### src/hdl/tbvt_pkg.sv
// Package for the tagged binary value tokenizer.
// Holds the token and error codes, the per-byte class record and the type decoders.
// No dependencies.
`timescale 1ns / 1ps

package tbvt_pkg;

	localparam int CountWidth = 32;
	localparam int QueueDepth = 2;
	localparam int QueuePtrWidth = $clog2(QueueDepth);
	localparam int QueueCntWidth = $clog2(QueueDepth + 1);

	localparam logic [7:0] TypeNil = 8'd0;
	localparam logic [7:0] TypeString = 8'd16;
	localparam logic [7:0] PrefixOpen = 8'h80;
	localparam logic [7:0] PrefixClose = 8'h81;
	localparam logic [7:0] TypeMask = 8'h7F;

	localparam logic [7:0] TypeI16Le = 8'd1;
	localparam logic [7:0] TypeI32Le = 8'd2;
	localparam logic [7:0] TypeI64Le = 8'd13;
	localparam logic [7:0] TypeI16Be = 8'd9;
	localparam logic [7:0] TypeI32Be = 8'd10;
	localparam logic [7:0] TypeI64Be = 8'd14;

	localparam logic [63:0] CountMax = {64{1'b1}} >> (64 - CountWidth);

	typedef enum logic [2:0] {
		KIND_INT   = 3'd0,
		KIND_STR   = 3'd1,
		KIND_EMPTY = 3'd2,
		KIND_NIL   = 3'd3,
		KIND_ERR   = 3'd4
	} kind_t;

	typedef enum logic [1:0] {
		ERR_BAD_INT    = 2'd0,
		ERR_UNEXPECTED = 2'd1,
		ERR_NO_CLOSE   = 2'd2,
		ERR_NEG_COUNT  = 2'd3
	} err_t;

	// Class of one stream byte. The integer size and order are those of the
	// byte with bit 7 masked off; the plain type has size zero when bit 7 is set.
	typedef struct packed {
		logic [7:0] data;
		logic       is_nil;
		logic       is_str;
		logic       is_open;
		logic       is_close;
		logic [3:0] msize;
		logic       mlittle;
	} class_t;

	function automatic logic [3:0] int_size(input logic [7:0] t);
		logic [3:0] s;
		s = 4'd0;
		if (t == TypeI16Le || t == TypeI16Be) s = 4'd2;
		if (t == TypeI32Le || t == TypeI32Be) s = 4'd4;
		if (t == TypeI64Le || t == TypeI64Be) s = 4'd8;
		return s;
	endfunction

	function automatic logic is_little(input logic [7:0] t);
		return (t == TypeI16Le) || (t == TypeI32Le) || (t == TypeI64Le);
	endfunction

endpackage

### src/hdl/tbvt_front.sv
// Front end of the tokenizer: accepts stream bytes and classifies them.
// Depends on tbvt_pkg; feeds tbvt_queue.
`timescale 1ns / 1ps

module tbvt_front (
	input  logic                  in_valid,
	output logic                  in_ready,
	input  logic [7:0]            data_byte,
	input  logic                  q_full,
	output logic                  push,
	output tbvt_pkg::class_t      push_cls
);

	logic [7:0] masked;

	assign masked = data_byte & tbvt_pkg::TypeMask;
	assign in_ready = !q_full;
	assign push = in_valid && !q_full;

	always_comb begin
		push_cls.data     = data_byte;
		push_cls.is_nil   = (data_byte == tbvt_pkg::TypeNil);
		push_cls.is_str   = (data_byte == tbvt_pkg::TypeString);
		push_cls.is_open  = (data_byte == tbvt_pkg::PrefixOpen);
		push_cls.is_close = (data_byte == tbvt_pkg::PrefixClose);
		push_cls.msize    = tbvt_pkg::int_size(masked);
		push_cls.mlittle  = tbvt_pkg::is_little(masked);
	end

endmodule

### src/hdl/tbvt_queue.sv
// Short queue of classified bytes between the front and back ends.
// Depends on tbvt_pkg.
`timescale 1ns / 1ps

module tbvt_queue (
	input  logic             clk,
	input  logic             arst_n,
	input  logic             push,
	input  tbvt_pkg::class_t push_cls,
	output logic             full,
	input  logic             pop,
	output logic             q_valid,
	output tbvt_pkg::class_t q_cls
);

	tbvt_pkg::class_t mem_q [tbvt_pkg::QueueDepth];
	logic [tbvt_pkg::QueuePtrWidth-1:0] wptr_q;
	logic [tbvt_pkg::QueuePtrWidth-1:0] rptr_q;
	logic [tbvt_pkg::QueueCntWidth-1:0] cnt_q;

	assign full = (cnt_q == tbvt_pkg::QueueCntWidth'(tbvt_pkg::QueueDepth));
	assign q_valid = (cnt_q != '0);
	assign q_cls = mem_q[rptr_q];

	always_ff @(posedge clk) begin
		if (push) begin
			mem_q[wptr_q] <= push_cls;
		end
	end

	always_ff @(posedge clk or negedge arst_n) begin
		if (!arst_n) begin
			wptr_q <= '0;
			rptr_q <= '0;
			cnt_q  <= '0;
		end else begin
			if (push) begin
				wptr_q <= (wptr_q == tbvt_pkg::QueuePtrWidth'(tbvt_pkg::QueueDepth - 1))
					? '0 : wptr_q + 1'b1;
			end
			if (pop) begin
				rptr_q <= (rptr_q == tbvt_pkg::QueuePtrWidth'(tbvt_pkg::QueueDepth - 1))
					? '0 : rptr_q + 1'b1;
			end
			if (push && !pop) begin
				cnt_q <= cnt_q + 1'b1;
			end else if (pop && !push) begin
				cnt_q <= cnt_q - 1'b1;
			end
		end
	end

endmodule

### src/hdl/tbvt_back.sv
// Back end of the tokenizer: parse state machine and the output token register.
// Depends on tbvt_pkg; reads classified bytes from tbvt_queue.
`timescale 1ns / 1ps

module tbvt_back (
	input  logic                                clk,
	input  logic                                arst_n,
	input  logic                                q_valid,
	input  tbvt_pkg::class_t                    q_cls,
	output logic                                pop,
	output logic                                out_valid,
	input  logic                                out_ready,
	output logic [2:0]                          token_kind,
	output logic signed [63:0]                  token_value,
	output logic                                last_of_string,
	output logic [1:0]                          error_code
);

	typedef enum logic [2:0] {
		PH_TYPE,
		PH_PREFIX_TYPE,
		PH_PREFIX_CLOSE,
		PH_INT,
		PH_COUNT,
		PH_STRING
	} phase_t;

	phase_t                              phase_q, phase_d;
	tbvt_pkg::class_t                    pend_q, pend_d;
	logic [3:0]                          size_q, size_d;
	logic                                little_q, little_d;
	logic [3:0]                          left_q, left_d;
	logic [63:0]                         acc_q, acc_d;
	logic                                is_count_q, is_count_d;
	logic [tbvt_pkg::CountWidth-1:0]     str_left_q, str_left_d;
	logic                                halted_q, halted_d;

	logic                                out_valid_q;
	tbvt_pkg::kind_t                     kind_q, kind_d;
	logic [63:0]                         value_q, value_d;
	logic                                last_q, last_d;
	tbvt_pkg::err_t                      code_q, code_d;
	logic                                emit_d;

	logic [7:0]                          b;
	logic [3:0]                          psize;
	logic [2:0]                          taken;
	logic [63:0]                         acc_nx;
	logic [63:0]                         ival;
	logic [tbvt_pkg::CountWidth-1:0]     ilen;

	assign pop = q_valid && (!out_valid_q || out_ready);
	assign b = q_cls.data;
	assign psize = pend_q.data[7] ? 4'd0 : pend_q.msize;
	assign taken = 3'(size_q - left_q);
	assign acc_nx = little_q ? (acc_q | (64'(b) << {taken, 3'b000})) : {acc_q[55:0], b};
	assign ilen = (ival > tbvt_pkg::CountMax) ? {tbvt_pkg::CountWidth{1'b1}}
		: ival[tbvt_pkg::CountWidth-1:0];

	always_comb begin
		unique case (size_q)
			4'd2: ival = {{48{acc_nx[15]}}, acc_nx[15:0]};
			4'd4: ival = {{32{acc_nx[31]}}, acc_nx[31:0]};
			default: ival = acc_nx;
		endcase
	end

	always_comb begin
		logic       disp;
		logic       d_nil;
		logic       d_str;
		logic [3:0] d_size;
		logic       d_little;

		phase_d    = phase_q;
		pend_d     = pend_q;
		size_d     = size_q;
		little_d   = little_q;
		left_d     = left_q;
		acc_d      = acc_q;
		is_count_d = is_count_q;
		str_left_d = str_left_q;
		halted_d   = halted_q;
		emit_d     = 1'b0;
		kind_d     = tbvt_pkg::KIND_NIL;
		value_d    = '0;
		last_d     = 1'b0;
		code_d     = tbvt_pkg::ERR_BAD_INT;
		disp       = 1'b0;
		d_nil      = q_cls.is_nil;
		d_str      = q_cls.is_str;
		d_size     = q_cls.data[7] ? 4'd0 : q_cls.msize;
		d_little   = q_cls.mlittle;

		if (!halted_q) begin
			unique case (phase_q)
				PH_TYPE: begin
					if (q_cls.is_open) begin
						phase_d = PH_PREFIX_TYPE;
					end else begin
						disp = 1'b1;
					end
				end
				PH_PREFIX_TYPE: begin
					pend_d  = q_cls;
					phase_d = PH_PREFIX_CLOSE;
				end
				PH_PREFIX_CLOSE: begin
					if (!q_cls.is_close) begin
						emit_d   = 1'b1;
						kind_d   = tbvt_pkg::KIND_ERR;
						code_d   = tbvt_pkg::ERR_NO_CLOSE;
						halted_d = 1'b1;
						phase_d  = PH_TYPE;
					end else begin
						disp     = 1'b1;
						d_nil    = pend_q.is_nil;
						d_str    = pend_q.is_str;
						d_size   = psize;
						d_little = pend_q.mlittle;
					end
				end
				PH_COUNT: begin
					if (!b[7]) begin
						if (b == 8'd0) begin
							emit_d  = 1'b1;
							kind_d  = tbvt_pkg::KIND_EMPTY;
							phase_d = PH_TYPE;
						end else begin
							str_left_d = tbvt_pkg::CountWidth'(b);
							phase_d    = PH_STRING;
						end
					end else if (q_cls.msize == 4'd0) begin
						emit_d   = 1'b1;
						kind_d   = tbvt_pkg::KIND_ERR;
						code_d   = tbvt_pkg::ERR_BAD_INT;
						halted_d = 1'b1;
						phase_d  = PH_TYPE;
					end else begin
						size_d     = q_cls.msize;
						little_d   = q_cls.mlittle;
						left_d     = q_cls.msize;
						acc_d      = '0;
						is_count_d = 1'b1;
						phase_d    = PH_INT;
					end
				end
				PH_INT: begin
					acc_d  = acc_nx;
					left_d = left_q - 1'b1;
					if (left_q == 4'd1) begin
						if (!is_count_q) begin
							emit_d  = 1'b1;
							kind_d  = tbvt_pkg::KIND_INT;
							value_d = ival;
							phase_d = PH_TYPE;
						end else if (ival[63]) begin
							emit_d   = 1'b1;
							kind_d   = tbvt_pkg::KIND_ERR;
							code_d   = tbvt_pkg::ERR_NEG_COUNT;
							halted_d = 1'b1;
							phase_d  = PH_TYPE;
						end else if (ival == 64'd0) begin
							emit_d  = 1'b1;
							kind_d  = tbvt_pkg::KIND_EMPTY;
							phase_d = PH_TYPE;
						end else begin
							str_left_d = ilen;
							phase_d    = PH_STRING;
						end
					end
				end
				PH_STRING: begin
					emit_d     = 1'b1;
					kind_d     = tbvt_pkg::KIND_STR;
					value_d    = 64'(b);
					last_d     = (str_left_q == tbvt_pkg::CountWidth'(1));
					str_left_d = str_left_q - 1'b1;
					if (str_left_q == tbvt_pkg::CountWidth'(1)) begin
						phase_d = PH_TYPE;
					end
				end
				default: begin
					phase_d = PH_TYPE;
				end
			endcase

			if (disp) begin
				priority if (d_nil) begin
					emit_d  = 1'b1;
					kind_d  = tbvt_pkg::KIND_NIL;
					phase_d = PH_TYPE;
				end else if (d_str) begin
					phase_d = PH_COUNT;
				end else if (d_size != 4'd0) begin
					size_d     = d_size;
					little_d   = d_little;
					left_d     = d_size;
					acc_d      = '0;
					is_count_d = 1'b0;
					phase_d    = PH_INT;
				end else begin
					emit_d   = 1'b1;
					kind_d   = tbvt_pkg::KIND_ERR;
					code_d   = tbvt_pkg::ERR_UNEXPECTED;
					halted_d = 1'b1;
					phase_d  = PH_TYPE;
				end
			end
		end
	end

	always_ff @(posedge clk or negedge arst_n) begin
		if (!arst_n) begin
			phase_q     <= PH_TYPE;
			pend_q      <= '0;
			size_q      <= '0;
			little_q    <= 1'b0;
			left_q      <= '0;
			acc_q       <= '0;
			is_count_q  <= 1'b0;
			str_left_q  <= '0;
			halted_q    <= 1'b0;
			out_valid_q <= 1'b0;
			kind_q      <= tbvt_pkg::KIND_NIL;
			value_q     <= '0;
			last_q      <= 1'b0;
			code_q      <= tbvt_pkg::ERR_BAD_INT;
		end else begin
			if (pop) begin
				phase_q    <= phase_d;
				pend_q     <= pend_d;
				size_q     <= size_d;
				little_q   <= little_d;
				left_q     <= left_d;
				acc_q      <= acc_d;
				is_count_q <= is_count_d;
				str_left_q <= str_left_d;
				halted_q   <= halted_d;
			end
			if (pop && emit_d) begin
				out_valid_q <= 1'b1;
				kind_q      <= kind_d;
				value_q     <= value_d;
				last_q      <= last_d;
				code_q      <= code_d;
			end else if (out_ready) begin
				out_valid_q <= 1'b0;
			end
		end
	end

	assign out_valid      = out_valid_q;
	assign token_kind     = kind_q;
	assign token_value    = value_q;
	assign last_of_string = last_q;
	assign error_code     = code_q;

endmodule

### src/hdl/tagged_binary_value_tokenizer.sv
// Top level of the tagged binary value tokenizer.
// Depends on tbvt_pkg, tbvt_front, tbvt_queue and tbvt_back.
`timescale 1ns / 1ps

// The block reads a tagged binary stream one byte per word on the input channel
// (in_valid, in_ready, data_byte) and returns tokens on the output channel
// (out_valid, out_ready, token_kind, token_value, last_of_string, error_code).
// Each token is an integer, one string byte, an empty string, a nil or an error.
// Bytes that only advance the parse (type bytes, prefixes, count and integer
// bytes before the last) give no token.
// The front end classifies each byte and writes it to a two-entry queue; the
// back end runs the parse state machine and holds one token in its output
// register. The token of a byte passes through the queue and the output register.
// One byte is taken per cycle as long as the receiver takes tokens; the rate is
// set by the single state update per byte in the back end.
// When the receiver stalls, the token waits in the output register, the queue
// fills and then in_ready falls; nothing is dropped.
// An error token halts the block: later bytes are still accepted but give no
// tokens. Reset clears the queue, the parse state, the halt and the output.

module tagged_binary_value_tokenizer (
	input  logic               clk,
	input  logic               arst_n,
	input  logic               in_valid,
	output logic               in_ready,
	input  logic [7:0]         data_byte,
	output logic               out_valid,
	input  logic               out_ready,
	output logic [2:0]         token_kind,
	output logic signed [63:0] token_value,
	output logic               last_of_string,
	output logic [1:0]         error_code
);

	logic             push;
	logic             q_full;
	logic             pop;
	logic             q_valid;
	tbvt_pkg::class_t push_cls;
	tbvt_pkg::class_t q_cls;

	tbvt_front u_front (
		.in_valid (in_valid),
		.in_ready (in_ready),
		.data_byte(data_byte),
		.q_full   (q_full),
		.push     (push),
		.push_cls (push_cls)
	);

	tbvt_queue u_queue (
		.clk     (clk),
		.arst_n  (arst_n),
		.push    (push),
		.push_cls(push_cls),
		.full    (q_full),
		.pop     (pop),
		.q_valid (q_valid),
		.q_cls   (q_cls)
	);

	tbvt_back u_back (
		.clk           (clk),
		.arst_n        (arst_n),
		.q_valid       (q_valid),
		.q_cls         (q_cls),
		.pop           (pop),
		.out_valid     (out_valid),
		.out_ready     (out_ready),
		.token_kind    (token_kind),
		.token_value   (token_value),
		.last_of_string(last_of_string),
		.error_code    (error_code)
	);

endmodule

### config.mk
export PLATFORM = sky130hd
export DESIGN_NAME = tagged_binary_value_tokenizer
export DESIGN_NICKNAME = d
export VERILOG_FILES = /design/src/hdl/tbvt_pkg.sv /design/src/hdl/tbvt_front.sv /design/src/hdl/tbvt_queue.sv /design/src/hdl/tbvt_back.sv /design/src/hdl/tagged_binary_value_tokenizer.sv
export SDC_FILE = /design/constraint.sdc
export NUM_CORES = 1
export LEC_CHECK = 0
export BUFFER_PORTS_ARGS = -buffer_cell sky130_fd_sc_hd__buf_2
export CAP_MARGIN = 5
export CORE_ASPECT_RATIO = 1.4
export CORE_UTILIZATION = 45
export CTS_CLUSTER_SIZE = 30
export DETAILED_ROUTE_END_ITERATION = 7
export SYNTH_ARGS = -nofsm -noshare
export SYNTH_HDL_FRONTEND = slang
export SYNTH_SLANG_ARGS = --single-unit
### constraint.sdc
create_clock -name clk -period 5.8 [get_ports clk]
set_input_delay 0.29 -clock clk [delete_from_list [all_inputs] [get_ports clk]]
set_output_delay 0.29 -clock clk [all_outputs]
set_load 0.05 [all_outputs]
After elaboration in Yosys (flattened, before gate mapping)
Memories as Yosys holds them, arrays and structs flattened.
Cells that the tools add are included.
{"block": "classes", "n_addsub": 7, "magnitude_cmp": 1, "mux": 142, "n_eq_ne": 29, "n_bitwise": 2, "reduce_logical": 29, "shift": 1}
{"op": "64-bit two-way mux", "n": 10}
{"op": "64-bit one-hot mux with 2 select lines", "n": 3}
{"op": "32-bit two-way mux", "n": 7}
{"op": "32-bit one-hot mux with 3 select lines", "n": 1}
{"op": "4-bit two-way mux", "n": 20}
{"op": "3-bit two-way mux", "n": 23}
{"op": "64-bit by 32-bit > comparator with 1-bit output, second input constant", "n": 1}
{"op": "64-bit zero test", "n": 1}
{"op": "64-bit bitwise OR", "n": 1}
{"op": "8-bit by 6-bit left shift with 64-bit output", "n": 1}
{"op": "1-bit two-way mux", "n": 57}
{"op": "32-bit by 1-bit == test with 1-bit output, second input constant", "n": 1}
{"op": "32-bit by 1-bit subtractor with 32-bit output, second input constant", "n": 1}
{"op": "7-bit by 4-bit == test with 1-bit output, second input constant", "n": 4}
{"op": "2-bit two-way mux", "n": 14}
{"op": "3-bit one-hot mux with 6 select lines", "n": 1}
{"op": "8-bit == test, second input constant", "n": 2}
{"op": "8-bit zero test", "n": 2}
{"op": "3-bit one-hot mux with 4 select lines", "n": 1}
{"op": "3-bit by 1-bit != test with 1-bit output, second input constant", "n": 3}
{"op": "9-bit AND reduction", "n": 1}
{"op": "8-bit by 5-bit == test with 1-bit output, second input constant", "n": 1}
{"op": "2-bit != test, second input constant", "n": 4}
{"op": "4-bit one-hot mux with 2 select lines", "n": 1}
{"op": "other kinds (32)", "n": 50}
{"block": "word_totals", "wordCells": 233, "ramBits": 34, "reg_bits": 200, "inputBits": 12, "memories": 1, "output_inout_bits": 72}
{"name": "u_queue.mem_q", "depth": 2, "word_bits": 17, "read_ports": 1, "rd_clocked_by_memory_dff": 0, "write_ports": 1, "line": "tbvt_queue.sv:16", "rtl": "tbvt_pkg::class_t mem_q [tbvt_pkg::QueueDepth];"}

Depth between registers and ports, before layout
Gate-level depths: netlist of run 1.
{"block": "depth", "depth_word": 18, "mapped_depth": 16, "ltp_nobuf": 12}

Modules after synthesis
A second synthesis of run 1 with hierarchy kept.
{"block": "unflattened", "hier_cells": 1332, "area_unflattened_um2": 12826.1}
{"mod": "tbvt_back", "area_each_um2": 11155.7, "seq_area_each_um2": 4732.0, "cells_per_inst": 1232, "n_inst": 1}
{"mod": "tbvt_queue", "area_each_um2": 1466.4, "seq_area_each_um2": 1121.1, "cells_per_inst": 69, "n_inst": 1}
{"mod": "tbvt_front", "area_each_um2": 203.9, "seq_area_each_um2": 0.0, "cells_per_inst": 31, "n_inst": 1}

Worst setup path after synthesis of run 1
Ideal clock, no wire load.
{"block": "synth_path", "path_type": "register to register", "start": "reg u_back.left_q[0]", "end": "reg u_back.code_q[0], in the netlist u_back.error_code[0]", "setup_time_ns": 0.125, "period_less_slack_ns": 4.237, "required_time_ns": 5.675, "slack_ns": 1.563, "path_stages_with_launch": 16, "arrival_ns": 4.112, "path_cell_list": "dfrtp_1 -> ha_1 -> fa_1 -> buf_2 -> nor2b_1 -> clkbuf_1 -> a31oi_1 -> a21oi_1 -> or4_1 -> or4_4 -> a2111oi_4 -> a21o_2 -> o21a_1 -> buf_6 -> buf_12 -> mux2_4"}
{"block": "synth_via", "elab_chain_len": 17}
{"element": "start, declared", "line": "tbvt_back.sv:32", "rtl": "logic [3:0] left_q, left_d;"}
{"element": "start signal, assigned", "line": "tbvt_back.sv:235", "rtl": "left_q <= left_d;"}
{"element": "3-bit subtractor", "line": "tbvt_back.sv:55", "rtl": "assign taken = 3'(size_q - left_q);"}
{"element": "8-bit by 6-bit left shift with 64-bit output", "line": "tbvt_back.sv:56", "rtl": "assign acc_nx = little_q ? (acc_q | (64'(b) << {taken, 3'b000})) : {acc_q[55:0], b};"}
{"element": "64-bit bitwise OR", "line": "tbvt_back.sv:56"}
{"element": "64-bit two-way mux", "line": "tbvt_back.sv:56"}
{"element": "64-bit one-hot mux with 2 select lines", "line": "tbvt_back.sv:61", "rtl": "unique case (size_q)"}
{"element": "64-bit zero test", "line": "tbvt_back.sv:163", "rtl": "end else if (ival == 64'd0) begin"}
{"element": "1-bit two-way mux", "line": "tbvt_back.sv:163"}
{"element": "1-bit two-way mux", "line": "tbvt_back.sv:157", "rtl": "end else if (ival[63]) begin"}
{"element": "1-bit two-way mux", "line": "tbvt_back.sv:152", "rtl": "if (!is_count_q) begin"}
{"element": "1-bit two-way mux", "line": "tbvt_back.sv:151", "rtl": "if (left_q == 4'd1) begin"}
{"element": "1-bit one-hot mux with 4 select lines", "line": "tbvt_back.sv:96", "rtl": "unique case (phase_q)"}
{"element": "1-bit two-way mux", "line": "tbvt_back.sv:195", "rtl": "end else if (d_size != 4'd0) begin"}
{"element": "1-bit two-way mux", "line": "tbvt_back.sv:193", "rtl": "end else if (d_str) begin"}
{"element": "1-bit two-way mux", "line": "tbvt_back.sv:189", "rtl": "priority if (d_nil) begin"}
{"element": "1-bit two-way mux", "line": "tbvt_back.sv:188", "rtl": "if (disp) begin"}
{"element": "1-bit two-way mux", "line": "tbvt_back.sv:95", "rtl": "if (!halted_q) begin"}
{"element": "1-bit logical AND", "line": "tbvt_back.sv:241", "rtl": "if (pop && emit_d) begin"}
{"element": "end signal, assigned", "line": "tbvt_back.sv:228", "rtl": "code_q <= tbvt_pkg::ERR_BAD_INT;"}
{"element": "end signal, assigned", "line": "tbvt_back.sv:246", "rtl": "code_q <= code_d;"}
{"element": "end, declared", "line": "tbvt_back.sv:42", "rtl": "tbvt_pkg::err_t code_q, code_d;"}
Parallel ways exist; a longest one is shown, timed or not.
A chain may end at the register's enable or synchronous reset.

Worst setup path after layout of run 1
{"block": "layout_path", "start": "reg u_back.left_q[0]", "end": "reg u_back.str_left_q[2] in the netlist's numbering"}
{"block": "layout_via", "elab_chain_len": 12}
{"element": "3-bit subtractor", "line": "tbvt_back.sv:55"}
{"element": "8-bit by 6-bit left shift with 64-bit output", "line": "tbvt_back.sv:56"}
{"element": "64-bit bitwise OR", "line": "tbvt_back.sv:56"}
{"element": "64-bit two-way mux", "line": "tbvt_back.sv:56"}
{"element": "64-bit one-hot mux with 2 select lines", "line": "tbvt_back.sv:61"}
{"element": "64-bit by 32-bit > comparator with 1-bit output", "line": "tbvt_back.sv:57", "rtl": "assign ilen = (ival > tbvt_pkg::CountMax) ? {tbvt_pkg::CountWidth{1'b1}}"}
{"element": "32-bit two-way mux", "line": "tbvt_back.sv:57"}
{"element": "32-bit two-way mux", "line": "tbvt_back.sv:163"}
{"element": "32-bit two-way mux", "line": "tbvt_back.sv:157"}
{"element": "32-bit two-way mux", "line": "tbvt_back.sv:152"}
{"element": "32-bit two-way mux", "line": "tbvt_back.sv:151"}
{"element": "32-bit one-hot mux with 3 select lines", "line": "tbvt_back.sv:96"}
{"element": "end signal, assigned", "line": "tbvt_back.sv:238", "rtl": "str_left_q <= str_left_d;"}
{"element": "end, declared", "line": "tbvt_back.sv:35", "rtl": "logic [tbvt_pkg::CountWidth-1:0] str_left_q, str_left_d;"}
Parallel ways exist; a longest one is shown, timed or not. The select of a mux whose other input is x is not followed.

==> results of run 1 <==
[area by class of cell]
type | instances | area, um2 | area share [%]
Inverter | 19 | 71.3 | 0.493
Tap cell | 375 | 469 | 3.24
Clock inverter | 10 | 131 | 0.908
Timing Repair Buffer | 118 | 752 | 5.20
Clock buffer | 34 | 688 | 4.76
Sequential cell | 224 | 5770 | 39.9
Multi-Input combinational cell | 984 | 6580 | 45.5
[state kept, by name (all words and copies together) (netlist names), 2 cells and up]
signal,cells
u_back.left_q,4
u_back.error_code,2
u_back.acc_q,64
u_back.pend_q,7
u_back.token_kind,3
u_back.str_left_q,32
u_queue.cnt_q,2
u_queue.mem_q,32
u_back.size_q,4
u_back.phase_q,3
u_back.token_value,64
[kinds of logic after synthesis]
| logic type | count (synthesis) | synth area share, % |
|---|---|---|
| buffers and inverters | 119 | 4.56 |
| AO/OA/AOI/OAI | 454 | 22.6 |
| adder cells (fa/ha/maj) | 7 | 0.737 |
| XOR/XNOR | 17 | 1.39 |
| multiplexers | 113 | 11.7 |
| flip-flops | 224 | 44.7 |
| AND/OR/NAND/NOR | 393 | 14.3 |
[how the worst max path moves through the flow]
stage                                             endpoint  slack (ns)  cells after the start
after global routing      u_back.str_left_q[5]$_DFFE_PN0P_        0.73                     13
after global placement    u_back.str_left_q[2]$_DFFE_PN0P_        1.14                     13
after CTS                 u_back.str_left_q[2]$_DFFE_PN0P_        1.01                     13
after detailed placement  u_back.str_left_q[2]$_DFFE_PN0P_        1.07                     13
final                     u_back.str_left_q[2]$_DFFE_PN0P_        0.97                     13
after floorplan           u_back.error_code[0]$_DFFE_PN0P_        1.56                     15
[placed cells by master (no fill, tap or decap), types with 19 or more instances in the layout]
cell,n
a31oi_1,30
o211ai_1,25
nor3_1,37
nand2_1,109
nor2_1,128
dfrtp_1,189
o2bb2ai_1,22
edfxtp_1,32
clkbuf_16,24
o21ai_0,72
a22o_1,42
a21oi_1,165
buf_2,82
buf_4,25
mux2_4,69
mux2i_1,19
[worst register-to-register path: stages (launching register included)]
cell and delay [ns]:
dfrtp_1 0.44, ha_1 0.25, fa_1 0.69, nor2b_1 0.24
a31oi_1 0.22, a21oi_1 0.11, or4_1 0.55, or4_4 0.54
a2111oi_4 0.39, a211oi_2 0.11, buf_4 0.24, o21ai_2 0.15
buf_4 0.38, mux2_2 0.38
[stage by stage]
step,setup slack (ns),utilization [%]
after floorplan,1.56,-
after global placement,1.14,48.0
after detailed placement,1.07,48.0
after CTS,1.01,51.1
after global routing,0.732,51.1
final,0.974,51.1
[per-layer routing]
metal / vias up / GRT usage [%] / part of all wire (%)
met1: 5278 / 33.3 / 41
met5: - / 0 / 0
met4: 0 / 13.4 / 4.7
met3: 106 / 3.14 / 4.8
met2: 428 / 45.2 / 49
li1: 5021 / - / -
[report_power, final]
group | switching (mW) | internal, mW | total, mW
Clock | 0.677 | 0.926 | 1.60
Sequential | 0.417 | 1.91 | 2.32
Combinational | 2.25 | 1.19 | 3.44
==> qor.yml, run 1 <==
status:
  status: "finished, final reports clean"
routing:
  drc: 0
  drtIter0Drc: 1027
  antenna_left: 0
  vias: 10833
  routed_wirelength_um: 38700
  detail_route.wl_per_cell_um: 22.0
  firstDrtPassIters: 8
  vias_per_cell: 6.14
sta:
  finalSetupViolations: 0
  timing.setup.tns_ns: 0
  finalCritPeriodShare_pct: 83.2
  clock_skew_ns: 0.0269
  max_freq_mhz: 207
  tightest_slew_ns: 1.04
  whs_ns: 0.0264
  slew_headroom_pct: 30.9
  period_minus_slack_ns: 4.83
  hold_violations: 0
  slew_viol_final: 0
  rsz0062_at_grt: "no"
synth:
  ys_seq_area_share_pct: 44.7
  synthTopCellsByArea: "dfrtp_1, mux2_4, edfxtp_1"
  yosys.cell_count.top_type: "dfrtp_1"
  yosysTopAreaCell: "dfrtp_1"
  syn_inst: 1327
  netlist_top_cells_count: "dfrtp_1, a21oi_1, nor2_1, nand2_1, o21ai_0"
  yosysUniqueCellTypes: 75
  synth_edf_count: 32
  syn_area_per_cell_um2: 9.72
  netlist_area_um2: 12900
  synth.net_count: 1346
  synth-seq-cells: 224
  ys.flop_type: "dfrtp_1"
  yosysTopAreaCellShare_pct: 36.9
  yosysWarnings: 0
  async_flop_share_pct: 85.7
critical_path:
  worstSetupStartpoint: "u_back.left_q[0]$_DFFE_PN0P_"
  path_cells: "ha_1 > fa_1 > nor2b_1 > a31oi_1 > a21oi_1 > or4_1 > or4_4 > a2111oi_4 > a211oi_2 > buf_4 > o21ai_2 > buf_4 > mux2_2"
  cp_slowest_cell: "fa_1"
  cp-end-kind: "flop"
  reg2reg_from: "u_back.left_q[0]$_DFFE_PN0P_"
  reg2reg_depth: 13
  worstReg2RegEnd: "u_back.str_left_q[2]$_DFFE_PN0P_"
  crit_buf_inv: 2
  crit_path_max_incr_delay_ns: 0.68
  critical_path_class: "reg2reg"
  cp.arrival_ns: 5.25
  cp_max_fo: 32
  rrSetupSlack_ns: 0.97
  crit_path_start_kind: "flop"
  cp_top_family: "simple AND/OR/NAND/NOR gates"
  cpMostUsedCell: "buf_4"
  required_ns: 6.22
cts:
  clk_root_buffer_cell: "clkbuf_16"
  post_cts_buffers: 0
  hold_buffers: 6
  clk_pin_slew_ns: 0.07
  cts_max_path_buffers: 3
  clk_latency_ns: 0.55
  post_cts_resized: 0
  cts_buffers: 24
  cts.sinks: 224
  cts_tree: "built"
  cts-htree-levels: 1
run:
  drv_cap: 0
global_route:
  grt_max_degree: 103
  grt_pass1_wl_um: 61500
  first_global_vias: 10879
  antenna_found_initial: 0
  overflow: 0
  gr-usage-all-layers_pct: 26.5
pwr:
  p_leak_nw: 6.12
  irDropWorstVdd_uv: 280
  power.total_mw: 7.37
  powerDensity_nw_per_um2: 510
place:
  placed_cell_area_um2: 13600
  dp_hpwl_um: 26400
  gp_congestion: 0.930
  portBuffers: 83
  placedCellCount: 1714
layout:
  area_growth_pct: 12.1
  final_cell_area_um2: 14500
  fillers: 2626
  drive_above_1_share_pct: 18.6
  instances_no_fill: 1764
  fin_nets: 1390
  antenna_cells: 0
floorplanning:
  core.rowCount: 73
  initial_core_util_pct: 45.6
  die_h_um: 202
  core-area_um2: 28300
  dieArea_um2: 29400
  die_x_um: 145
  io_pins: 84
worst_hold_path:
  hold_path.class: "in2reg"
  hold_path_depth: 1
  min_from: "data_byte[1]"
  holdPathEnd: "u_queue.mem_q[1][10]$_DFFE_PP_"
No activity file was read; power rests on OpenSTA's default activity.
==> run 2: changes to the inputs <==
==> constraint.sdc (replaced) <==
create_clock -name clk -period 3.86 [get_ports clk]
set_input_delay 0.193 -clock clk [delete_from_list [all_inputs] [get_ports clk]]
set_output_delay 0.193 -clock clk [all_outputs]
set_load 0.05 [all_outputs]
==> qor.yml, run 2 (synthesized netlist as in run 1, its figures left out) <==
layout:
  ff_latch_area_um2: 5770
  area_growth_pct: 23.0
  final_common_cell: "dfrtp_1"
  drive_above_1_share_pct: 27.3
  antenna_cells: 0
  fillers: 2567
  fin_nets: 1508
  layout_common_cells: "dfrtp_1, a21oi_1, nor2_1"
  instances_no_fill: 1882
  utilization_pct: 56.0
  multiInputGateArea_um2: 6820
sta:
  max_freq_mhz: 251
  finalSetupViolations: 96
  timing.setup.tns_ns: -6.72
  final.setup.worst_slack_ns: -0.129
  slew_headroom_pct: 49.1
  whs_ns: 0.313
  rsz0062_at_grt: "yes"
  tightest_slew_ns: 0.763
  hold_violations: 0
  finalCritPeriodShare_pct: 103
  slew_viol_final: 0
  period_minus_slack_ns: 3.99
  clock_skew_ns: 0.0157
pwr:
  irDropWorstVdd_uv: 418
  power.total_mw: 12.1
  powerDensity_nw_per_um2: 764
  p_leak_nw: 6.86
critical_path:
  crit_buf_inv: 5
  rrSetupSlack_ns: -0.13
  worstSetupStartpoint: "u_back.size_q[0]$_DFFE_PN0P_"
  cp-end-kind: "flop"
  critical_path_class: "reg2reg"
  cp_top_family: "compound AO/OA/AOI/OAI gates"
  cp.arrival_ns: 4.46
  cp_max_fo: 8
  cp_slowest_cell: "or4_1"
  reg2reg_from: "u_back.size_q[0]$_DFFE_PN0P_"
  worstReg2RegEnd: "u_back.str_left_q[21]$_DFFE_PN0P_"
  crit_path_max_incr_delay_ns: 0.54
  path_cells: "inv_1 > ha_2 > fa_2 > xnor3_2 > a31oi_1 > a21oi_1 > or4_1 > or4_4 > a2111oi_4 > buf_4 > a211oi_4 > o21ai_4 > buf_12 > buf_6 > buf_8 > a2bb2oi_2"
  crit_path_start_kind: "flop"
  required_ns: 4.33
  reg2reg_depth: 16
routing:
  drc: 0
  detail_route.wl_per_cell_um: 22.5
  routed_wirelength_um: 42300
  vias: 11600
  drtIter0Drc: 978
  antenna_left: 0
  vias_per_cell: 6.16
  firstDrtPassIters: 6
floorplanning:
  core.rowCount: 73
  die_h_um: 202
  dieArea_um2: 29400
  io_pins: 84
  core-area_um2: 28300
  die_x_um: 145
  initial_core_util_pct: 45.6
cts:
  clk_latency_ns: 0.54
  clk_root_buffer_cell: "clkbuf_16"
  cts_buffers: 24
  cts-htree-levels: 1
  cts_tree: "built"
  cts_max_path_buffers: 3
  cts.sinks: 224
  clk_pin_slew_ns: 0.07
place:
  portBuffers: 83
  placedCellCount: 1808
  gp_congestion: 0.968
  dp_hpwl_um: 28800
worst_hold_path:
  hold_path.class: "in2async"
run:
  drv_cap: 0
global_route:
  grt_use_met3_pct: 3.32
  busiest_layer: "met2"
  grt_pass1_wl_um: 64600
  first_global_vias: 11258
  use_met2_pct: 48.0
  grt_max_degree: 90
  antenna_found_initial: 0
  gr-usage-met1_pct: 34.8
  gr-usage-all-layers_pct: 28.0
  overflow: 0
status:
  violations: "negative setup slack"
  status: "finished with violations"
==> run 2: changes by cell type in the layout (fill, tap and decap cells not counted), moves of 3 or more <==
cell,delta
buf_12,+10
buf_4,+87
buf_6,+6
clkbuf_1,-3
clkbuf_16,+7
clkbuf_8,-4
clkinv_2,+6
dlygate4sd3_1,+5
mux2_1,-7
mux2_4,+8
o221ai_1,-4
o221ai_2,+3
o2bb2ai_1,-19
o2bb2ai_2,+18
==> run 2: final cells by class <==
class                   instances  share of cell area, %
clock buffers                  28                   4.08
well taps                     375                   2.96
repair buffers                236                   12.3
multi-input cells             984                   43.0
flip-flops and latches        224                   36.4
clock inverters                16                  0.844
inverters                      19                  0.449
==> run 2: routing by layer <==
| layer | up-vias | share of wire, % |
|---|---|---|
| li1 | 5260 | - |
| met3 | 142 | 5.4 |
| met5 | - | 0 |
| met4 | 0 | 5.2 |
| met2 | 489 | 50 |
| met1 | 5709 | 40 |
==> run 2: through the flow <==
stage,cell area [um2],setup WS (ns)
floorplan,12900,-0.104
global placement,14400,-0.0499
detailed placement,14400,-0.130
CTS,15400,-0.117
global route,15900,-0.293
finish,15900,-0.129
==> run 2: what timing repair did <==
action | CTS | global route
pin swaps | 0 | 6
setup buffers | 6 | 5
hold buffers | 11 | 0
cloned | 2 | 7
gates resized for setup | 10 | 45
setup endpoints to repair | 79 | 102
hold endpoints to repair | 104 | 0
==> run 2: how the worst max path moves through the flow <==
stage,end,depth (start not counted),slack (ns)
6_report,u_back.str_left_q[21]$_DFFE_PN0P_,16,-0.13
5_1_grt,u_back.str_left_q[21]$_DFFE_PN0P_,16,-0.29
4_1_cts,u_back.token_value[31]$_DFFE_PN0P_,14,-0.12
3_5_place_dp,u_back.token_value[18]$_DFFE_PN0P_,12,-0.13
3_3_place_gp,u_back.token_value[8]$_DFFE_PN0P_,13,-0.05
2_1_floorplan,u_back.error_code[0]$_DFFE_PN0P_,15,-0.10
==> run 2: where the power goes <==
part           internal [mW]  leakage (nW)  switching, mW  total [mW]
clock                   1.28         0.378           1.03        2.32
sequential              2.87          2.91          0.455        3.32
combinational           2.58          3.57           3.91        6.48
total                   6.73          6.86           5.40        12.1
==> run 3: changes to the inputs <==
--- a/config.mk
+++ b/config.mk
@@ -8,6 +8,7 @@
 export BUFFER_PORTS_ARGS = -buffer_cell sky130_fd_sc_hd__buf_2
 export CAP_MARGIN = 5
 export CORE_ASPECT_RATIO = 1.4
+export CORE_MARGIN = 2
 export CORE_UTILIZATION = 45
 export CTS_CLUSTER_SIZE = 30
 export DETAILED_ROUTE_END_ITERATION = 7
==> qor.yml, run 3 (synthesized netlist as in run 1, its figures left out) <==
floorplanning:
  core-area_um2: 28300
  io_pins: 84
  core.rowCount: 73
  initial_core_util_pct: 45.6
  die_x_um: 147
  die_h_um: 204
  dieArea_um2: 30100
global_route:
  gr-usage-all-layers_pct: 27.7
  grt_max_degree: 89
  first_global_vias: 11394
  overflow: 0
  grt_pass1_wl_um: 65500
  antenna_found_initial: 0
status:
  status: "finished with violations"
  violations: "negative setup slack"
pwr:
  irDropWorstVdd_uv: 429
  power.total_mw: 12.4
  powerDensity_nw_per_um2: 777
  p_leak_nw: 6.88
worst_hold_path:
  hold_path.class: "in2async"
critical_path:
  worstSetupStartpoint: "u_back.left_q[0]$_DFFE_PN0P_"
  rrSetupSlack_ns: -0.15
  worstReg2RegEnd: "u_back.token_value[49]$_DFFE_PN0P_"
  cp_max_fo: 8
  crit_path_end: "u_back.token_value[49]$_DFFE_PN0P_"
  cp-end-kind: "flop"
  reg2reg_depth: 13
  critical_path_class: "reg2reg"
  required_ns: 4.28
  reg2reg_from: "u_back.left_q[0]$_DFFE_PN0P_"
  cp.arrival_ns: 4.43
  crit_path_start_kind: "flop"
routing:
  detail_route.wl_per_cell_um: 22.5
  firstDrtPassIters: 5
  drtIter0Drc: 1120
  vias: 11556
  antenna_left: 0
  routed_wirelength_um: 42300
  vias_per_cell: 6.14
  drc: 0
sta:
  slew_viol_final: 0
  tightest_slew_ns: 0.764
  max_freq_mhz: 249
  hold_violations: 0
  clock_skew_ns: 0.0150
  slew_headroom_pct: 49.1
  final.setup.worst_slack_ns: -0.155
  whs_ns: 0.261
  finalCritPeriodShare_pct: 104
  period_minus_slack_ns: 4.01
  rsz0062_at_grt: "yes"
  finalSetupViolations: 74
layout:
  fillers: 2518
  antenna_cells: 0
  final_common_cell: "dfrtp_1"
  layout_common_cells: "dfrtp_1, a21oi_1, nor2_1"
  final_cell_area_um2: 15900
  fin_nets: 1511
  drive_above_1_share_pct: 27.5
  area_growth_pct: 23.3
run:
  drv_cap: 0
place:
  dp_hpwl_um: 29100
  portBuffers: 83
  placed_cell_area_um2: 14400
  place_ws_ns: -0.149
  gp_congestion: 0.941
cts:
  clk_latency_ns: 0.54
  cts_max_path_buffers: 3
  cts_buffers: 24
  cts-htree-levels: 1
  clk_pin_slew_ns: 0.07
  cts.sinks: 224
  cts_tree: "built"
  clk_root_buffer_cell: "clkbuf_16"
[run 3: changes by cell type in the layout (fill, tap and decap cells not counted), sizes merged]
cell	change
clkinv	-3
inv	-3
bufinv	+2
buf	+5
[run 3: timing repair]
item	4_1_cts	5_1_grt
resized for setup	16	40
hold buffers	11	0
setup endpoints to repair	89	104
pin swaps	2	5
buffers inserted	9	2
cloned	5	4
endpoints found under the hold margin	93	0
[run 3: how the worst min path moves through the flow]
stage	slack [ns]	depth (start not counted)	to	start
finish	0.26	2	u_back.token_value[59]$_DFFE_PN0P_	arst_n
global route	0.33	2	u_back.acc_q[43]$_DFFE_PN0P_	arst_n
CTS	0.28	2	u_back.token_value[54]$_DFFE_PN0P_	arst_n
detailed placement	0.28	1	u_back.token_value[54]$_DFFE_PN0P_	arst_n
global placement	0.28	1	u_back.token_value[54]$_DFFE_PN0P_	arst_n
floorplan	-0.10	0	u_back.acc_q[0]$_DFFE_PN0P_	arst_n
[run 3: layout make-up]
cell class                 instances  area [um2]  area share [%]
clock buffer                      30         664            4.18
timing repair buffer             239        1960            12.3
clock inverter                    12         150           0.944
multi-input combinational        984        6820            42.9
sequential                       224        5770            36.3
tap                              375         469            2.95
inverter                          19        71.3           0.448
[run 3: power by group]
group / leakage (nW) / internal, mW / total [mW] / switching, mW
clock: 0.389 / 1.42 / 2.41 / 0.990
combinational: 3.58 / 2.65 / 6.62 / 3.97
sequential: 2.91 / 2.87 / 3.34 / 0.470
total: 6.88 / 6.94 / 12.4 / 5.43
[run 3: worst max-delay path, stage by stage (launching register included)]
cell and delay [ns]:
dfrtp_1 0.39, ha_2 0.18, fa_2 0.34, xnor3_2 0.33, a31oi_1 0.20, a21oi_1 0.09, or4_1 0.52, or4_4 0.45
a2111oi_4 0.33, a21o_2 0.20, o21a_4 0.18, buf_12 0.19, clkbuf_16 0.19, mux2_4 0.30
[run 3: per-stage QoR]
stage	utilization [%]	setup TNS [ns]	cells
after detailed placement	50.8	-8.19	1814
after global placement	50.8	-6.22	1814
final	56.2	-8.98	1883
after global routing	56.2	-25.15	1883
after floorplan	-	-7.26	1327
after CTS	55.1	-6.49	1880
[run 3: routing by layer]
metal  vias up  GRT usage (%)  wire (um)
met4         0           13.4       2070
met3       127           2.86       2150
li1       5268              -          -
met1      5692           35.1      17000
met5         -              0          0
met2       469           47.4      21000
